### src/rtl/slrg_pkg.sv
`timescale 1ns / 1ps
// slrg_pkg: constants, types and the modular reduction of the shuffled lehmer generator
// no dependencies; used by shuffled_lehmer_random_generator_core
package slrg_pkg;

  // shuffle table size, a power of two between 8 and 64
  localparam int TableEntries = 32;
  localparam int IdxW         = $clog2(TableEntries);
  localparam int WarmupExtra  = 8;
  localparam int SeedSteps    = TableEntries + WarmupExtra;
  localparam int CntW         = $clog2(SeedSteps);

  localparam int WordW = 31;
  localparam int MultW = 15;
  localparam int ProdW = WordW + MultW;

  localparam logic [MultW-1:0] LehmerMult = 15'd16807;
  localparam logic [WordW-1:0] LehmerMod  = 31'h7FFF_FFFF;
  localparam logic [WordW-1:0] SampleCap  = 31'd2147483389;

  // bucket size is 2^31 / entries, so the index is a plain shift
  localparam longint BucketSize = 1 + (64'h7FFF_FFFE / TableEntries);
  localparam int     IdxShift   = $clog2(BucketSize);

  typedef logic [WordW-1:0] word_t;
  typedef logic [IdxW-1:0]  idx_t;
  typedef logic [ProdW-1:0] prod_t;
  typedef logic [CntW-1:0]  cnt_t;

  // p mod (2^31 - 1): fold the high bits onto the low bits, one conditional subtract
  function automatic word_t mod_reduce(prod_t p);
    logic [WordW:0] s;
    s = {1'b0, p[WordW-1:0]} + (WordW+1)'(p[ProdW-1:WordW]);
    if (s >= {1'b0, LehmerMod}) begin
      s = s - {1'b0, LehmerMod};
    end
    return s[WordW-1:0];
  endfunction

endpackage

### src/rtl/slrg_ram.sv
`timescale 1ns / 1ps
// slrg_ram: generic single write port, single read port ram with registered read
// no dependencies
module slrg_ram #(
  parameter int DataWidth = 31,
  parameter int Depth     = 32
) (
  input  logic                         clk_i,
  input  logic                         we_i,
  input  logic [$clog2(Depth)-1:0]     waddr_i,
  input  logic [DataWidth-1:0]         wdata_i,
  input  logic                         re_i,
  input  logic [$clog2(Depth)-1:0]     raddr_i,
  output logic [DataWidth-1:0]         rdata_o
);

  logic [DataWidth-1:0] mem_q [Depth];
  logic [DataWidth-1:0] rdata_q;

  always_ff @(posedge clk_i) begin
    if (we_i) begin
      mem_q[waddr_i] <= wdata_i;
    end
    if (re_i) begin
      rdata_q <= mem_q[raddr_i];
    end
  end

  assign rdata_o = rdata_q;

endmodule

### src/rtl/shuffled_lehmer_random_generator_core.sv
`timescale 1ns / 1ps
// shuffled_lehmer_random_generator_core: minimal-standard lehmer generator with a
// bays-durham shuffle table held in a synchronous ram; uses slrg_pkg and slrg_ram
//
// channel  | direction | handshake                  | payload
// ---------+-----------+----------------------------+---------------------------
// request  | in        | in_valid_i / in_ready_o    | command_i (1b), seed_i (31b)
// result   | out       | out_valid_o / out_ready_i  | sample_o (31b)
//
// a plain draw reads the entry picked by the last output and forms x * 16807,
// then reduces mod 2^31-1 and writes the entry back
// a reseed (or the first draw after reset) loads the start value, then runs
// TableEntries + 8 warm-up steps of StSeedMul and StSeedRed, then the plain draw
// reset clears the generator state and last output; seeding fills the whole table
// requests are taken while a result waits; a draw stalls at write-back until it drains
module shuffled_lehmer_random_generator_core (
  input  logic        clk_i,
  input  logic        rst_ni,
  input  logic        in_valid_i,
  output logic        in_ready_o,
  input  logic        command_i,
  input  logic [30:0] seed_i,
  output logic        out_valid_o,
  input  logic        out_ready_i,
  output logic [30:0] sample_o
);

  // sequencer states
  localparam logic [2:0] StIdle    = 3'd0;
  localparam logic [2:0] StSeedMul = 3'd1;
  localparam logic [2:0] StSeedRed = 3'd2;
  localparam logic [2:0] StIssue   = 3'd3;
  localparam logic [2:0] StDraw    = 3'd4;

  logic [2:0]     state_q, state_d;
  slrg_pkg::word_t x_q, x_d;          // lehmer state
  slrg_pkg::word_t last_q, last_d;    // last output, zero means never seeded
  slrg_pkg::prod_t prod_q;            // registered x * 16807
  slrg_pkg::cnt_t  cnt_q, cnt_d;      // warm-up step counter, counts down
  slrg_pkg::idx_t  idx_q;             // table entry of the draw in flight
  logic           out_valid_q, out_valid_d;
  slrg_pkg::word_t sample_q, sample_d;

  logic           accept;
  logic           need_seed;
  logic           issue;              // table read and multiply for a draw
  logic           load_prod;
  logic           out_free;
  slrg_pkg::word_t x_red;
  slrg_pkg::word_t seed_start;
  slrg_pkg::word_t idx_wide;
  slrg_pkg::idx_t  idx_cur;
  slrg_pkg::word_t entry;

  logic           ram_we;
  slrg_pkg::idx_t  ram_waddr;

  assign in_ready_o = (state_q == StIdle);
  assign accept     = in_valid_i && in_ready_o;
  assign need_seed  = command_i || (last_q == '0);
  assign issue      = (accept && !need_seed) || (state_q == StIssue);
  assign load_prod  = issue || (state_q == StSeedMul);
  assign out_free   = !out_valid_q || out_ready_i;

  // a seed of zero or equal to the modulus falls back to one
  assign seed_start = (command_i && (seed_i != '0) && (seed_i != slrg_pkg::LehmerMod))
                      ? seed_i : slrg_pkg::WordW'(1);

  assign x_red = slrg_pkg::mod_reduce(prod_q);

  // bucket index from the last output, clamped to the top entry
  assign idx_wide = last_q >> slrg_pkg::IdxShift;
  assign idx_cur  = (idx_wide >= slrg_pkg::WordW'(slrg_pkg::TableEntries))
                    ? slrg_pkg::IdxW'(slrg_pkg::TableEntries - 1)
                    : idx_wide[slrg_pkg::IdxW-1:0];

  // warm-up writes fill entries from the top down; a draw writes back its entry
  always_comb begin
    ram_we    = 1'b0;
    ram_waddr = idx_q;
    case (state_q)
      StSeedRed: begin
        ram_we    = (cnt_q < slrg_pkg::CntW'(slrg_pkg::TableEntries));
        ram_waddr = cnt_q[slrg_pkg::IdxW-1:0];
      end
      StDraw: begin
        ram_we    = out_free;
        ram_waddr = idx_q;
      end
      default: begin
        ram_we    = 1'b0;
        ram_waddr = idx_q;
      end
    endcase
  end

  slrg_ram #(
    .DataWidth (slrg_pkg::WordW),
    .Depth     (slrg_pkg::TableEntries)
  ) u_table (
    .clk_i   (clk_i),
    .we_i    (ram_we),
    .waddr_i (ram_waddr),
    .wdata_i (x_red),
    .re_i    (issue),
    .raddr_i (idx_cur),
    .rdata_o (entry)
  );

  always_comb begin
    state_d     = state_q;
    x_d         = x_q;
    last_d      = last_q;
    cnt_d       = cnt_q;
    out_valid_d = out_valid_q && !out_ready_i;
    sample_d    = sample_q;
    case (state_q)
      StIdle: begin
        if (accept) begin
          if (need_seed) begin
            x_d     = seed_start;
            cnt_d   = slrg_pkg::CntW'(slrg_pkg::SeedSteps - 1);
            state_d = StSeedMul;
          end else begin
            state_d = StDraw;
          end
        end
      end
      StSeedMul: begin
        state_d = StSeedRed;
      end
      StSeedRed: begin
        x_d = x_red;
        if (cnt_q == '0) begin
          // entry 0 was just written with this value
          last_d  = x_red;
          state_d = StIssue;
        end else begin
          cnt_d   = cnt_q - slrg_pkg::CntW'(1);
          state_d = StSeedMul;
        end
      end
      StIssue: begin
        state_d = StDraw;
      end
      StDraw: begin
        // wait here with the read data held until the output register frees up
        if (out_free) begin
          x_d         = x_red;
          last_d      = entry;
          out_valid_d = 1'b1;
          sample_d    = (entry > slrg_pkg::SampleCap) ? slrg_pkg::SampleCap : entry;
          state_d     = StIdle;
        end
      end
      default: begin
        state_d = StIdle;
      end
    endcase
  end

  always_ff @(posedge clk_i or negedge rst_ni) begin
    if (!rst_ni) begin
      state_q     <= StIdle;
      x_q         <= '0;
      last_q      <= '0;
      cnt_q       <= '0;
      out_valid_q <= 1'b0;
    end else begin
      state_q     <= state_d;
      x_q         <= x_d;
      last_q      <= last_d;
      cnt_q       <= cnt_d;
      out_valid_q <= out_valid_d;
    end
  end

  always_ff @(posedge clk_i) begin
    sample_q <= sample_d;
    if (load_prod) begin
      prod_q <= slrg_pkg::ProdW'(x_q) * slrg_pkg::ProdW'(slrg_pkg::LehmerMult);
    end
    if (issue) begin
      idx_q <= idx_cur;
    end
  end

  assign out_valid_o = out_valid_q;
  assign sample_o    = sample_q;

  // the table is never written while waiting for a request
  assert property (@(posedge clk_i) disable iff (!rst_ni)
    (state_q == StIdle) |-> !ram_we)
    else $error("table write outside a draw or warm-up");

  // a draw is only issued once the generator has been seeded
  assert property (@(posedge clk_i) disable iff (!rst_ni)
    (state_q == StIssue) |-> (last_q != '0) && (x_q != '0))
    else $error("draw issued from an unseeded generator");

  // the lehmer state never reaches the modulus
  assert property (@(posedge clk_i) disable iff (!rst_ni)
    x_q != slrg_pkg::LehmerMod)
    else $error("lehmer state out of range");

  // a result enters the output register exactly when a draw completes
  assert property (@(posedge clk_i) disable iff (!rst_ni)
    (state_q == StDraw) && out_free |=> out_valid_q && (state_q == StIdle))
    else $error("completed draw did not produce a result");

endmodule

### config.mk
export PLATFORM = sky130hd
export DESIGN_NAME = shuffled_lehmer_random_generator_core
export DESIGN_NICKNAME = d
export VERILOG_FILES = /design/src/rtl/slrg_pkg.sv /design/src/rtl/slrg_ram.sv /design/src/rtl/shuffled_lehmer_random_generator_core.sv
export SDC_FILE = /design/constraint.sdc
export NUM_CORES = 2
export LEC_CHECK = 0
export BUFFER_PORTS_ARGS = -buffer_cell sky130_fd_sc_hd__buf_4
export CAP_MARGIN = 10
export CORE_MARGIN = 2
export CORE_UTILIZATION = 28
export CTS_CLUSTER_DIAMETER = 40
export DETAILED_ROUTE_END_ITERATION = 6
export PLACE_DENSITY = 0.44
export RECOVER_POWER = 50
export SYNTH_ARGS = -nofsm -noshare
export SYNTH_HDL_FRONTEND = slang
export SYNTH_SLANG_ARGS = --single-unit
### constraint.sdc
create_clock -name clk_i -period 8.7 [get_ports clk_i]
set_input_delay 0.435 -clock clk_i [delete_from_list [all_inputs] [get_ports clk_i]]
set_output_delay 0.435 -clock clk_i [all_outputs]
set_load 0.05 [all_outputs]
==> reports/metrics.cfg <==
[global_route]
grt_overflow_total=0
grt_max_degree=91
grt_pass1_wl_um=234000
grt_pass1_vias=30600
grt_usage_pct=16.6
antenna_found_initial=4

[logic_synthesis]
yosysUniqueCellTypes=84
syn_area_per_cell_um2=17.3
synth-compound-area-share_pct=3.98
synth_cells=3156
synth.area.top_cells=edfxtp_1 61%, mux4_2 13%, fa_1 4.9%, ha_1 4.7%, dfrtp_1 3.3%
synth-adder-area-share_pct=9.61
synthMuxAreaShare_pct=13.6
synth-seq-cells=1177
synth_area_leader_cell=edfxtp_1
yosysWarnings=0
syn-cell-area_um2=54500
synth_edf_count=1105
yosys.area.top_type_share_pct=60.9
yosys_most_used_dff=edfxtp_1
async_flop_share_pct=6.12
synthSimpleGateAreaFrac_pct=4.30
ys_seq_area_share_pct=64.2
postSynthNetCount=3530
synth_top_family_by_area=multiplexers
synthXorXnorAreaFrac_pct=1.19

[finish]
layout-drive-gt1-share_pct=22.1
nNetsFinal=3737
fin_area_um2=64900
areaGrowthSynthToFinish_pct=19.2

[timing]
fin_tns_setup_ns=0
relSlewSlack_pct=-185
worst_pin_slew_ns=4.28
grt_setup_unrepaired=no
fin_crit_ns=7.18
fmax_ghz=0.139
fin_crit_sh_pct=82.5
clock_skew_ns=0.0765
slew_viol_final=1383
hold_violations=0
setup_viol=0

[worst_setup_path]
cp_max_fo=27
cp.required_ns=9.24
arrival_ns=7.72
end_kind=flip-flop
crit_type=reg2reg
slowest_delay_ns=2.32
cpMostUsedCell=clkbuf_1
path_buf_inv=2
cpMaxStageDelayCell=clkbuf_1
critPathLaunchType=flip-flop
crit_chain=clkbuf_1, clkbuf_1, mux4_2, mux2_1
path_delay_family=buffers and inverters

[placement]
dp_hpwl_um=97700
place_area_um2=58500
gp_congestion=0.815
numPortBuffers=68

[clock_network]
cts_buffer_depth=3
cts_sinks=1177
htreeDepth=4
cts_made_buffers=185
clk_latency_ns=0.83
cts_tree=yes
path_clk_slew_ns=0.06
cts-root-buf=clkbuf_16

[drt]
firstDrtPassIters=5
drt_wl_total_um=163000
wire_per_inst_um=26.9
drtIter0Drc=2653
postRouteAntennaNets=0
detail_route.vias_per_cell=4.86
post-route-drc-count=0
vias=29400

[job]
drv_cap=46

[die]
rows=161
coreArea_um2=193000
start_util_pct=28.2
die-area_um2=198000
die_w_um=445
ios=69
die_h_um=445

[outcome]
violations=capacitance limit, slew limit
status=finished, violations left

[min_path]
hp-class=in2reg

## worst paths after layout
kind | endpoint | slack [ns] | start | cells past startpoint
setup / recovery | u_table.rdata_o[15] | 1.52 | last_q[29] | 4
hold / removal | x_q[7] | 0.08 | seed_i[7] | 3
setup reg to reg | u_table.rdata_o[15] | 1.52 | last_q[29] | 4
hold reg to reg | last_q[19] | 0.48 | last_q[19] | 2
max in group asynchronous | last_q[27] | 3.71 | rst_ni | 3
min in group asynchronous | x_q[28] | 0.66 | rst_ni | 2
## cells in the final DEF, fill, tap and decap left out, drive strengths merged, types with 7 or more instances in the layout
cell         count
edfxtp        1105
inv            325
mux4           310
clkbuf         278
ha             204
fa             134
nor2           112
a21oi           96
nand2           94
dfrtp           72
clkinv          71
nand3           67
buf             66
o21ai           54
xnor2           45
and3            37
mux2            31
a21o            29
nand4           28
xor2            28
nor3            27
bufinv          27
dlygate4sd3     26
nand2b          19
nor4            19
o221ai          17
clkinvlp        17
and2            17
a31oi           15
o211ai          14
o21a            13
a211oi          12
nand3b           7
o21bai           7
a32oi            7
## routing by layer
| layer | track usage (%) | part of all wire (%) | vias up |
|---|---|---|---|
| met1 | 22.3 | 44 | 15800 |
| met4 | 4.33 | 2.3 | 0 |
| li1 | - | - | 12700 |
| met2 | 27.9 | 50 | 730 |
| met5 | 0 | 0 | - |
| met3 | 2.39 | 4.0 | 187 |
## flip-flops by register name, summed over array words and instances, names as in the netlist, 5 cells and up
register         count
u_table.mem_q      992
prod_q              46
last_q              31
sample_o            31
u_table.rdata_o     31
x_q                 31
cnt_q                6
idx_q                5
## stage by stage
step / hold slack (ns) / util, % / worst slack [ns] / std cells
6_report: 0.0759 / 33.6 / 1.52 / 6049
5_1_grt: 0.0758 / 33.6 / 0.922 / 6048
4_1_cts: 0.0522 / 33.8 / 1.78 / 6046
3_5_place_dp: 0.402 / 30.3 / 1.81 / 5674
3_3_place_gp: 0.411 / 30.3 / 1.83 / 5674
2_1_floorplan: 0.139 / - / 2.60 / 3156
## cell type report
class | instances | area (um2)
antenna | 1 | 2.50
clock buffer | 204 | 4720
clock inverter | 142 | 1840
fill | 18500 | 128000
inverter | 298 | 1120
multi-input combinational | 1535 | 18000
sequential | 1177 | 35000
tap | 2526 | 3160
timing repair buffer | 166 | 1070
## kinds of logic after synthesis
group	after synthesis
buffers and inverters	444
muxes	347
DFF	1177
and+or+nand+nor	460
xor gates and xnor gates	73
adders and majority gates	338
AOI/OAI and AO/OA	317
## worst min-delay path, stage by stage
cell and delay [ns]:
buf_4 0.09, nand3_1 0.17, o221ai_1 0.12
## cell usage after synthesis, types with 4 or more instances
library cell,count
o21ai_0,36
xnor2_1,45
clkbuf_1,107
nand2b_1,19
a32oi_1,7
a21o_1,29
or4_1,4
o221ai_1,17
nor4_1,18
nand3b_1,7
o21a_1,13
nand3_1,66
mux4_2,310
nor2b_1,6
or3_1,5
mux2_2,31
buf_1,26
or3b_2,6
a211o_1,5
and3_1,37
nor2_1,112
nand4_1,26
a221o_1,4
mux2i_1,6
xor2_1,27
edfxtp_1,1105
a21oi_1,95
inv_1,298
dfrtp_1,72
ha_1,204
nor3_1,27
o21bai_1,7
a211oi_1,10
buf_2,8
a31oi_1,13
o211ai_1,13
nand2_1,93
o21ai_1,18
o31ai_1,6
fa_1,134
and2_1,15
## timing repair
item	4_1_cts	5_1_grt
gates resized for setup	0	0
hold buffers	26	0
setup buffers	0	0
endpoints found under the hold margin	49	0
endpoints found under the setup margin	0	0
Power is not shown: default switching activity piles up to over one toggle a cycle in this logic, so the estimate is an artifact.
